[src/sv/drt_pkg.sv]
// Package for the debounced input relay timer.
// Holds the shared types, register codes and prescaler constants; no dependencies.
package drt_pkg;

  localparam int CHANNELS        = 4;
  localparam int TICKS_PER_STEP  = 5;
  localparam int STEPS_PER_DIV   = 10;
  localparam int DIVS_PER_SECOND = 10;

  localparam int CFG_IDX_W  = 4;
  localparam int CFG_DATA_W = 8;

  typedef enum logic [CFG_IDX_W-1:0] {
    REG_DEBOUNCE_COUNT = 4'd0,
    REG_DOOR_HOLD      = 4'd1,
    REG_LIGHT_HOLD     = 4'd2,
    REG_ACTIVE_LEVEL   = 4'd3
  } cfg_reg_t;

  // Control shared by the per-input debouncers.
  typedef struct packed {
    logic advance;    // a transaction moves through the update stage
    logic step;       // this tick completes a 10 ms step
    logic hold;       // startup hold after this tick
    logic level_off;  // inactive level
  } drt_ctrl_t;

  typedef struct packed {
    logic [CHANNELS-1:0] relay_outputs;
    logic [CHANNELS-1:0] debounced_inputs;
    logic                second_pulse;
    logic                in_startup;
  } drt_result_t;

endpackage

[src/sv/drt_if.sv]
// Handshake channel interfaces for the debounced input relay timer.
// Depends on drt_pkg for the channel count.
interface drt_in_if import drt_pkg::*; ();
  logic                valid;
  logic                ready;
  logic [CHANNELS-1:0] raw_inputs;

  modport source (output valid, output raw_inputs, input ready);
  modport sink (input valid, input raw_inputs, output ready);
endinterface

interface drt_out_if import drt_pkg::*; ();
  logic                valid;
  logic                ready;
  logic [CHANNELS-1:0] relay_outputs;
  logic [CHANNELS-1:0] debounced_inputs;
  logic                second_pulse;
  logic                in_startup;

  modport source (output valid, output relay_outputs, output debounced_inputs,
                  output second_pulse, output in_startup, input ready);
  modport sink (input valid, input relay_outputs, input debounced_inputs,
                input second_pulse, input in_startup, output ready);
endinterface

[src/sv/debounced_input_relay_timer.sv]
// Debounced input relay timer: prescaler, four debouncers and four relay timers.
// Depends on drt_pkg, drt_if and drt_debounce.
//
// Usage: each transaction on in_ch is one 2 ms tick carrying four raw input
// levels; each yields exactly one transaction on out_ch with the relay bits,
// debounced levels, a one-second pulse flag and the startup flag.
// Five ticks make a 10 ms debounce step, 100 steps make one second, on which
// nonzero relay timers count down. An active debounced input reloads its
// timers with the door or light hold time. Until the first second the inputs
// are held inactive and the timers at zero.
// The result is registered: the input register takes the tick, then the update
// stage writes the result register, and an out_ch stall can come between them.
// Throughput: one tick per cycle while out_ch does not stall.
// Reset (rst_n low, synchronous) clears both stages, the prescaler, debouncers
// and timers, and loads the register defaults (5, 5, 30, active low).
// When out_ch stalls, the result holds and one more tick waits in the input
// register; in_ch.ready drops only when both are full.
// Configuration: cfg_we, cfg_index, cfg_wdata; write only while idle.
module debounced_input_relay_timer import drt_pkg::*; (
  input  logic                  clk,
  input  logic                  rst_n,
  drt_in_if.sink                in_ch,
  drt_out_if.source             out_ch,
  input  logic                  cfg_we,
  input  logic [CFG_IDX_W-1:0]  cfg_index,
  input  logic [CFG_DATA_W-1:0] cfg_wdata
);

  // configuration registers
  logic [7:0] debounce_count_r;
  logic [7:0] door_hold_r;
  logic [7:0] light_hold_r;
  logic       active_level_r;

  always_ff @(posedge clk) begin
    if (!rst_n) begin
      debounce_count_r <= 8'd5;
      door_hold_r      <= 8'd5;
      light_hold_r     <= 8'd30;
      active_level_r   <= 1'b0;
    end else if (cfg_we) begin
      unique case (cfg_reg_t'(cfg_index))
        REG_DEBOUNCE_COUNT: debounce_count_r <= cfg_wdata[7:0];
        REG_DOOR_HOLD:      door_hold_r      <= cfg_wdata[7:0];
        REG_LIGHT_HOLD:     light_hold_r     <= cfg_wdata[7:0];
        REG_ACTIVE_LEVEL:   active_level_r   <= cfg_wdata[0];
        default: ;
      endcase
    end
  end

  // input register and output register handshake
  logic                s1_valid_r;
  logic [CHANNELS-1:0] s1_raw_r;
  logic                out_valid_r;
  drt_result_t         out_r;
  drt_result_t         out_nxt;
  logic                advance;

  assign advance     = s1_valid_r && (!out_valid_r || out_ch.ready);
  assign in_ch.ready = !s1_valid_r || advance;

  always_ff @(posedge clk) begin
    if (!rst_n) begin
      s1_valid_r <= 1'b0;
    end else if (in_ch.ready) begin
      s1_valid_r <= in_ch.valid;
    end
  end

  always_ff @(posedge clk) begin
    if (in_ch.valid && in_ch.ready) begin
      s1_raw_r <= in_ch.raw_inputs;
    end
  end

  always_ff @(posedge clk) begin
    if (!rst_n) begin
      out_valid_r <= 1'b0;
    end else if (advance) begin
      out_valid_r <= 1'b1;
    end else if (out_ch.ready) begin
      out_valid_r <= 1'b0;
    end
  end

  always_ff @(posedge clk) begin
    if (advance) begin
      out_r <= out_nxt;
    end
  end

  assign out_ch.valid            = out_valid_r;
  assign out_ch.relay_outputs    = out_r.relay_outputs;
  assign out_ch.debounced_inputs = out_r.debounced_inputs;
  assign out_ch.second_pulse     = out_r.second_pulse;
  assign out_ch.in_startup       = out_r.in_startup;

  // prescaler
  logic [2:0] tick_r, tick_nxt, tick_inc;
  logic [3:0] ten_r, ten_nxt, ten_inc;
  logic [3:0] hundred_r, hundred_nxt, hundred_inc;
  logic       hold_r, hold_nxt;
  logic       step, div, pulse;

  assign tick_inc    = tick_r + 3'd1;
  assign ten_inc     = ten_r + 4'd1;
  assign hundred_inc = hundred_r + 4'd1;
  assign step        = (tick_inc == 3'(TICKS_PER_STEP));
  assign div         = step && (ten_inc == 4'(STEPS_PER_DIV));
  assign pulse       = div && (hundred_inc == 4'(DIVS_PER_SECOND));
  assign hold_nxt    = hold_r && !pulse;

  // debouncers
  drt_ctrl_t           ctrl;
  logic [CHANNELS-1:0] stable_nxt;
  logic [CHANNELS-1:0] act;

  assign ctrl.advance   = advance;
  assign ctrl.step      = step;
  assign ctrl.hold      = hold_nxt;
  assign ctrl.level_off = !active_level_r;

  for (genvar ch = 0; ch < CHANNELS; ch++) begin : g_dbn
    drt_debounce u_dbn (
      .clk            (clk),
      .rst_n          (rst_n),
      .ctrl           (ctrl),
      .sample         (s1_raw_r[ch]),
      .debounce_count (debounce_count_r),
      .stable_nxt     (stable_nxt[ch])
    );
  end

  assign act = hold_nxt ? '0 : ~(stable_nxt ^ {CHANNELS{active_level_r}});

  // relay timers
  logic [7:0] timer_r   [CHANNELS];
  logic [7:0] timer_nxt [CHANNELS];
  logic [7:0] timer_dec [CHANNELS];

  always_comb begin
    for (int ch = 0; ch < CHANNELS; ch++) begin
      timer_dec[ch] = (pulse && timer_r[ch] != 8'd0) ? timer_r[ch] - 8'd1 : timer_r[ch];
    end
    timer_nxt[0] = act[0] ? door_hold_r : timer_dec[0];
    timer_nxt[1] = act[1] ? door_hold_r : timer_dec[1];
    timer_nxt[2] = act[2] ? door_hold_r : timer_dec[2];
    timer_nxt[3] = (act[0] || act[1] || act[3]) ? light_hold_r : timer_dec[3];
    if (hold_nxt) begin
      for (int ch = 0; ch < CHANNELS; ch++) begin
        timer_nxt[ch] = '0;
      end
    end
  end

  always_comb begin
    tick_nxt    = step ? 3'd0 : tick_inc;
    ten_nxt     = step ? (div ? 4'd0 : ten_inc) : ten_r;
    hundred_nxt = div ? (pulse ? 4'd0 : hundred_inc) : hundred_r;
    // any active input restarts the current second
    if (|act) begin
      hundred_nxt = '0;
    end
  end

  always_comb begin
    for (int ch = 0; ch < CHANNELS; ch++) begin
      out_nxt.relay_outputs[ch] = (timer_nxt[ch] != 8'd0);
    end
    out_nxt.debounced_inputs = stable_nxt;
    out_nxt.second_pulse     = pulse;
    out_nxt.in_startup       = hold_nxt;
  end

  always_ff @(posedge clk) begin
    if (!rst_n) begin
      tick_r    <= '0;
      ten_r     <= '0;
      hundred_r <= '0;
      hold_r    <= 1'b1;
      for (int ch = 0; ch < CHANNELS; ch++) begin
        timer_r[ch] <= '0;
      end
    end else if (advance) begin
      tick_r    <= tick_nxt;
      ten_r     <= ten_nxt;
      hundred_r <= hundred_nxt;
      hold_r    <= hold_nxt;
      for (int ch = 0; ch < CHANNELS; ch++) begin
        timer_r[ch] <= timer_nxt[ch];
      end
    end
  end

`ifndef NO_ASSERTIONS
  a_startup_relays_off: assert property (@(posedge clk) disable iff (!rst_n)
    (out_ch.valid && out_ch.in_startup) |-> (out_ch.relay_outputs == '0))
    else $error("relay driven during startup hold");

  a_pulse_ends_hold: assert property (@(posedge clk) disable iff (!rst_n)
    (out_ch.valid && out_ch.second_pulse) |-> !out_ch.in_startup)
    else $error("startup flag set on a second pulse");

  a_hold_stays_off: assert property (@(posedge clk) disable iff (!rst_n)
    !hold_r |=> !hold_r)
    else $error("startup hold set again after release");

  a_empty_stage_ready: assert property (@(posedge clk) disable iff (!rst_n)
    !s1_valid_r |-> in_ch.ready)
    else $error("input stalled with empty input register");
`endif

endmodule

[src/sv/drt_debounce.sv]
// Counter debouncer for one input of the relay timer.
// Depends on drt_pkg for the control struct.
module drt_debounce import drt_pkg::*; (
  input  logic       clk,
  input  logic       rst_n,
  input  drt_ctrl_t  ctrl,
  input  logic       sample,
  input  logic [7:0] debounce_count,
  output logic       stable_nxt
);

  logic [7:0] count_r;
  logic [7:0] count_nxt;
  logic [7:0] count_inc;
  logic       stable_r;
  logic       level_dbn;

  assign count_inc = count_r + 8'd1;

  always_comb begin
    count_nxt = count_r;
    level_dbn = stable_r;
    if (ctrl.step) begin
      if (sample != stable_r) begin
        if (count_inc >= debounce_count) begin
          count_nxt = '0;
          level_dbn = sample;
        end else begin
          count_nxt = count_inc;
        end
      end else begin
        count_nxt = '0;
      end
    end
    // force inactive while the startup hold lasts; the counter keeps running
    stable_nxt = ctrl.hold ? ctrl.level_off : level_dbn;
  end

  always_ff @(posedge clk) begin
    if (!rst_n) begin
      count_r  <= '0;
      stable_r <= 1'b1;
    end else if (ctrl.advance) begin
      count_r  <= count_nxt;
      stable_r <= stable_nxt;
    end
  end

endmodule
[src/flat_wrapper.sv]
// flat-port wrapper written by rule: the top's interface ports become plain ports
module debounced_input_relay_timer_flat import drt_pkg::*;
  (clk, rst_n, cfg_we, cfg_index, cfg_wdata, in_ch_valid, in_ch_raw_inputs, in_ch_ready, out_ch_valid, out_ch_relay_outputs, out_ch_debounced_inputs, out_ch_second_pulse, out_ch_in_startup, out_ch_ready);
  drt_in_if in_ch_i ();
  drt_out_if out_ch_i ();
  input  logic clk;
  input  logic rst_n;
  input  logic cfg_we;
  input  logic [CFG_IDX_W-1:0] cfg_index;
  input  logic [CFG_DATA_W-1:0] cfg_wdata;
  input wire logic [$bits(in_ch_i.valid)-1:0] in_ch_valid;
  input wire logic [$bits(in_ch_i.raw_inputs)-1:0] in_ch_raw_inputs;
  output wire logic [$bits(in_ch_i.ready)-1:0] in_ch_ready;
  output wire logic [$bits(out_ch_i.valid)-1:0] out_ch_valid;
  output wire logic [$bits(out_ch_i.relay_outputs)-1:0] out_ch_relay_outputs;
  output wire logic [$bits(out_ch_i.debounced_inputs)-1:0] out_ch_debounced_inputs;
  output wire logic [$bits(out_ch_i.second_pulse)-1:0] out_ch_second_pulse;
  output wire logic [$bits(out_ch_i.in_startup)-1:0] out_ch_in_startup;
  input wire logic [$bits(out_ch_i.ready)-1:0] out_ch_ready;
  assign in_ch_i.valid = in_ch_valid;
  assign in_ch_i.raw_inputs = in_ch_raw_inputs;
  assign in_ch_ready = in_ch_i.ready;
  assign out_ch_valid = out_ch_i.valid;
  assign out_ch_relay_outputs = out_ch_i.relay_outputs;
  assign out_ch_debounced_inputs = out_ch_i.debounced_inputs;
  assign out_ch_second_pulse = out_ch_i.second_pulse;
  assign out_ch_in_startup = out_ch_i.in_startup;
  assign out_ch_i.ready = out_ch_ready;
  debounced_input_relay_timer u_core (.clk(clk), .rst_n(rst_n), .in_ch(in_ch_i), .out_ch(out_ch_i), .cfg_we(cfg_we), .cfg_index(cfg_index), .cfg_wdata(cfg_wdata));
endmodule
[config.mk]
export PLATFORM = sky130hd
export DESIGN_NAME = debounced_input_relay_timer_flat
export DESIGN_NICKNAME = d
export VERILOG_FILES = /design/src/sv/drt_pkg.sv /design/src/sv/drt_if.sv /design/src/sv/debounced_input_relay_timer.sv /design/src/sv/drt_debounce.sv /design/src/flat_wrapper.sv
export SDC_FILE = /design/constraint.sdc
export NUM_CORES = 1
export LEC_CHECK = 0
export ABC_AREA = 1
export BUFFER_PORTS_ARGS = -buffer_cell sky130_fd_sc_hd__buf_4
export CAP_MARGIN = 20
export CELL_PAD_IN_SITES_DETAIL_PLACEMENT = 0
export CELL_PAD_IN_SITES_GLOBAL_PLACEMENT = 1
export CORE_AREA = 2 2 147 149
export DETAILED_ROUTE_END_ITERATION = 16
export DIE_AREA = 0 0 149 151
export GPL_TIMING_DRIVEN = 1
export PLACE_DENSITY_LB_ADDON = 0.2
export SYNTH_ARGS = -nofsm -noshare
export SYNTH_HDL_FRONTEND = slang
export SYNTH_SLANG_ARGS = --single-unit
[constraint.sdc]
create_clock -name clk -period 5.26 [get_ports clk]
set_input_delay 0.526 -clock clk [delete_from_list [all_inputs] [get_ports clk]]
set_output_delay 0.526 -clock clk [all_outputs]
set_load 0.02 [all_outputs]
* Yosys cells after proc, flatten, opt, wreduce, memory -nomap -nowiden *
Memory sizes are Yosys's and may differ from the RTL's.
Cells that the tools add are included.

storage, ports and cells
  memory bits (read-only) = 0
  output and inout bits = 12
  memories kept = 1
  bits in writable memories = 32
  latch bits = 0
  register bits = 89

memories
  name            words  width  rd ports  clocked after Yosys merged registers in  write ports  line                                text
  u_core.timer_r  4      8      4         0                                        4            debounced_input_relay_timer.sv:138  logic [7:0] timer_r [CHANNELS];

operators by class
  reductions and logical operators = 35
  magnitude comparators = 4
  $add $sub $neg = 11
  bitwise logic cells = 6
  shifts and indexed selects = 0
  divide/modulo/power cells = 0
  equality and inequality tests = 10
  $mul = 0
  mux-type cells = 49

operator list
  kind                 number
  $mux 8               20
  $reduce_bool 8->1    8
  $add 8x1->8 const B  4
  $ge 8x8->1           4
  $mux 32              1
  $sub 8x1->8 const B  4
  $mux 1               22
  $mux 4               5
  $reduce_and 2->1     6
  $logic_and 1x1->1    9
  $add 4x1->4 const B  2
  $eq 4x2->1 const B   2
  $eq 4x4->1 const B   2
  $eq 4x1->1 const B   1
  $logic_not 1->1      4
  $logic_not 4->1      1
  $logic_or 1x1->1     4
  $ne 1x1->1           4
  $not 4->4            1
  $or 1x1->1           4
  $reduce_bool 2->1    2
  $reduce_or 4->1      1
  $xor 4x4->4          1
  $add 3x1->3 const B  1
  2 further kinds      2

* Longest topological paths before layout *
  depth in word-level cells = 15
  mapped depth = 23
  depth with buffers taken out = 22

* Modules after synthesis *
A second synthesis with hierarchy kept.

unflattened totals
  cell total of the unflattened synthesis = 1093
  area, all modules = 7948.9 um2

modules (own cells, without submodules)
  module                       area an instance (um2)  cells an instance  seq. area each (um2)  times used
  debounced_input_relay_timer  5031.1                  693                2162.1                1
  drt_debounce                 729.4                   100                180.2                 4

* Least setup slack after synthesis *
OpenSTA, ideal clock, no wires.

  kind = reg2reg
  start point = reg u_core.g_dbn[0].u_dbn.count_r[0]
  end point = reg u_core.out_r (netlist bit u_core.out_ch.relay_outputs[0]), data pin
  path buffers = 2
  period minus slack after synthesis = 2.879 ns
  stages on the path, launching flop included = 22
  arrival = 2.625 ns
  slack = 2.381 ns
  cell sequence = dfxtp_1 nand3_1 nand3b_1 nor2_1 nand2_1 xnor2_1 ha_1 nand2_1 nor2_1 nand4_1 nand3_1 nand2_1 nand2_1 nand2_1 nand2_1 nand3_1 buf_2 buf_2 o21ai_0 nand2_1 nor2_1 nand2_1

RTL lines
  element                 line                               text
  start, declared         drt_debounce.sv:12                 logic [7:0] count_r;
  start signal, assigned  drt_debounce.sv:44                 count_r <= count_nxt;
  end signal, assigned    debounced_input_relay_timer.sv:89  out_r <= out_nxt;
  end, declared           debounced_input_relay_timer.sv:56  drt_result_t out_r;

==> out/results.md <==
| Group | Parameter | This run |
|:---|:---|:---|
| run status | Run status | finished, final reports clean |
| sta | Fmax | 255.6 MHz |
| critical path | Stage delay of the slowest cell on the critical path | 580 ps |
| logic synthesis | Number of flip-flops and latches in the synthesized netlist | 121 |
| place | GPL Wtd Cong | 0.7847 |
| critical path | Highest-delay cell along the critical path | nand3_1 |
| critical path | List of cells traversed by the critical path | nand3_1, nand3b_1, nand3b_1, xnor2_1, ha_1, nand2_1, nor2_1, nor3_1, nand3_1, nand3_1, nand2_1, nand2_1, nand3_1, or2_2, nand3_1, nand2_1, nor2_1, nand2_1 |
| critical path | Maximum fanout count along the critical path | 21 |
| cts | Root buffer cell | clkbuf_16 |
| sta | Final hold violation count | 0 |
| logic synthesis | Net Count, Synth | 1014 |
| critical path | Arrival @ worst endpoint | 4080 ps |
| logic synthesis | Number of enable flip-flop cells after synthesis | 46 |
| routing | Routed WL per cell | 14.80 um |
| cts | Number of gates resized after CTS | 0 |
| routing | Remaining DRCs | 0 |
| cts | Buffer count from post-CTS setup fixing | 0 |
| logic synthesis | Number of warnings printed during yosys synthesis | 0 |
| cells and area | Fraction of layout cells with a size suffix above 1 | 8.687% |
| sta | Max-slew headroom | 38.47% |
| cts | Post-CTS Hold Fix Bufs | 0 |
| grt | Number of global-route vias before repair | 5800 |
| pwr | Leakage Power | 0.003736 uW |
| min path | Start point of the worst min-delay path | in_ch_raw_inputs[3] |
| grt | First-pass GRT wire length | 30020 um |
| cells and area | Layout Area Growth over Synthesis | 16.25% |
| cts | CTS tree | yes |
| min path | Classification of the worst-slack hold path | in -> reg |
| critical path | Worst-case register-to-register setup slack | 1350 ps |
| routing | Final routed wirelength across all metal layers | 18720 um |
| critical path | Startpoint Class | register |
| die | Initial core utilization | 34.72% |
| cells and area | Diodes inserted | 0 |
| die | DIE HEIGHT | 151 um |
| place | Instance count after placement with tap cells included | 1233 |
| pwr | Pwr dens | 283.5 mW/mm2 |
| critical path | Startpoint of the lowest-slack register-to-register path | u_core.g_dbn[2].u_dbn.count_r[2]$_SDFFE_PN0P_ |
| logic synthesis | Most common flop cell mapped by yosys | dfxtp_1 |
| sta | Number of setup violations in the final report | 0 |
| grt | Overflow after GRT | 0 |
| routing | Number of vias after detailed routing | 6071 |
| sta | Min cycle time layout | 3913 ps |
| sta | Post-route clock period utilization | 74.38% |
| routing | Average via count per standard cell | 4.799 |
| logic synthesis | Total standard cell area after synthesis | 0.007229 mm2 |
| critical path | Sort of element at the end of the critical path | register |
| place | HPWL reported at the end of detailed placement | 13430 um |
| logic synthesis | Sequential element share of the synthesized area | 39.88% |
| sta | Unrepaired setup endpoints after global routing | false |
| cells and area | Non-filler instance count after layout | 1265 |
| cells and area | Leading cell type in the layout, fill and taps excluded | nand2_1 |
| critical path | Startpoint-to-endpoint class of the critical path | reg -> reg |
| grt | Aggregate global-route resource usage | 17.33% |
| die | Total I/O pin count | 33 |
| job | Max-cap viol count | 0 |
| pwr | Peak ir drop on the vdd network | 0.2146 mV |
| sta | Total negative slack | 0 ps |
| die | Area enclosed by the die boundary | 0.02250 mm2 |
| logic synthesis | Synth Instances | 943 |
| critical path | Critical Path RT | 5420 ps |
| cells and area | Most used cells in the layout excluding fill and tap cells | nand2_1, nor2_1, inv_1 |
| logic synthesis | Async SR Flop Fraction | 0% |
| cells and area | Net total in the final layout | 1048 |
| cells and area | Filler instances | 2204 |
| critical path | Critical Path Source | u_core.g_dbn[2].u_dbn.count_r[2]$_SDFFE_PN0P_ |
| sta | Actual transition at the worst max-transition pin | 916.0 ps |
| sta | Slew Limit Fails | 0 |
| grt | Number of antenna violations at the first check in global routing | 0 |
| cts | Clk_lat worst skew | 420 ps |
| cts | CTS Buffer Depth | 2 |
| die | Core outline area | 0.02082 mm2 |
| grt | Pin count of the biggest net entering global routing | 40 |
| logic synthesis | Synthesized area per cell | 7.666 um2 |
| die | Row cnt | 53 |
| cts | Clock buffers created by TritonCTS | 17 |
| sta | Worst clock skew | 10.52 ps |
| logic synthesis | Unique masters post-synth | 36 |
| routing | Number of nets with antenna violations after routing | 0 |
| place | # port buffers | 32 |
| routing | Count of TritonRoute iterations in the first routing pass | 6 |
| cts | Clock Pin Slew Worst Setup and Hold Paths | 60 ps |
| die | Die X | 149 um |
| routing | DR iter-0 viols | 327 |
| cts | H-tree Lvls | 4 |
| cts | Clock sink total | 121 |
[Yosys cell counts, types with 6 or more instances]
| master | number | area [um2] |
|---|---|---|
| a21oi_1 | 64 | 320.3 |
| buf_2 | 9 | 45.04 |
| clkbuf_1 | 13 | 48.80 |
| dfxtp_1 | 75 | 1501 |
| edfxtp_1 | 46 | 1381 |
| ha_1 | 50 | 625.6 |
| inv_1 | 98 | 367.9 |
| nand2_1 | 204 | 765.7 |
| nand3_1 | 78 | 390.4 |
| nand3b_1 | 11 | 82.58 |
| nand4_1 | 14 | 87.58 |
| nor2_1 | 114 | 427.9 |
| nor3_1 | 6 | 30.03 |
| o211ai_1 | 14 | 105.1 |
| o21ai_0 | 51 | 255.2 |
| xnor2_1 | 12 | 105.1 |
| xor2_1 | 41 | 359.1 |
[cell families after synthesis]
family | count (synthesis) | share of synthesized area, %
and+or+nand+nor | 442 | 26.13
xor gates and xnor gates | 53 | 6.421
DFF | 121 | 39.88
AOI/OAI and AO/OA | 149 | 11.86
buffers and inverters | 128 | 7.061
adders and majority gates | 50 | 8.654
[routing by layer]
metal / part of all wire [%] / wire length, um / track usage, % / vias to the layer above
met2: 49 / 9104 / 30.00 / 67
met4: 1.3 / 252 / 5.810 / 0
li1: - / - / - / 3199
met3: 2.6 / 490 / 2.861 / 21
met1: 47 / 8872 / 22.00 / 2784
met5: 0 / 0 / 0 / -
[flip-flops by register name, indices dropped and copies added (netlist names), 8 cells and up]
name,count
u_core.g_dbn.u_dbn.count_r,32
u_core.timer_r,32
u_core.debounce_count_r,8
u_core.door_hold_r,8
u_core.light_hold_r,8
[path summary, 6_finish.rpt]
check | to | cells after the start
worst min-delay path | u_core.s1_raw_r[3]$_DFFE_PP_ | 1
worst min register to register | u_core.light_hold_r[0]$_SDFFE_PN0P_ | 2
worst max register to register | u_core.out_ch.relay_outputs[2]$_DFFE_PP_ | 18
worst max-delay path | u_core.out_ch.relay_outputs[2]$_DFFE_PP_ | 18
[where the power goes]
| part | switching [uW] | total (uW) | internal, uW |
|---|---|---|---|
| logic | 91.4 | 139 | 47.7 |
| registers | 18.9 | 1020 | 997 |
| clock network | 425 | 1230 | 803 |
[final cells by class]
cell class | count | area, um2 | share of cell area (%)
multi-input cells | 694 | 3836 | 45.65
well taps | 275 | 344.1 | 4.094
flip-flops and latches | 121 | 2883 | 34.30
inverters | 101 | 379.1 | 4.511
clock buffers | 23 | 457.9 | 5.449
clock inverters | 9 | 148.9 | 1.772
repair buffers | 42 | 355.3 | 4.228
[through the flow]
| stage | util [%] | hold slack (ps) | cell area [um2] | worst slack [ps] | power (uW) |
|---|---|---|---|---|---|
| floorplan | - | 429.7 | 7229 | 2381 | 1117 |
| global placement | 37.18 | 455.3 | 7742 | 1253 | 1176 |
| global route | 40.36 | 266.0 | 8404 | 899.8 | 2470 |
| detailed placement | 37.45 | 452.1 | 7797 | 1318 | 1177 |
| CTS | 40.36 | 265.8 | 8404 | 1292 | 2415 |
| finish | 40.36 | 286.0 | 8404 | 1347 | 2383 |
[critical path, delay by kind of cell, from the launching register on]
family,cells,cell delay (ps)
and+or+nand+nor,16,2750
DFF,1,400
adders and majority gates,1,280
xor gates and xnor gates,1,220
Power figures use the tool's default switching activity.
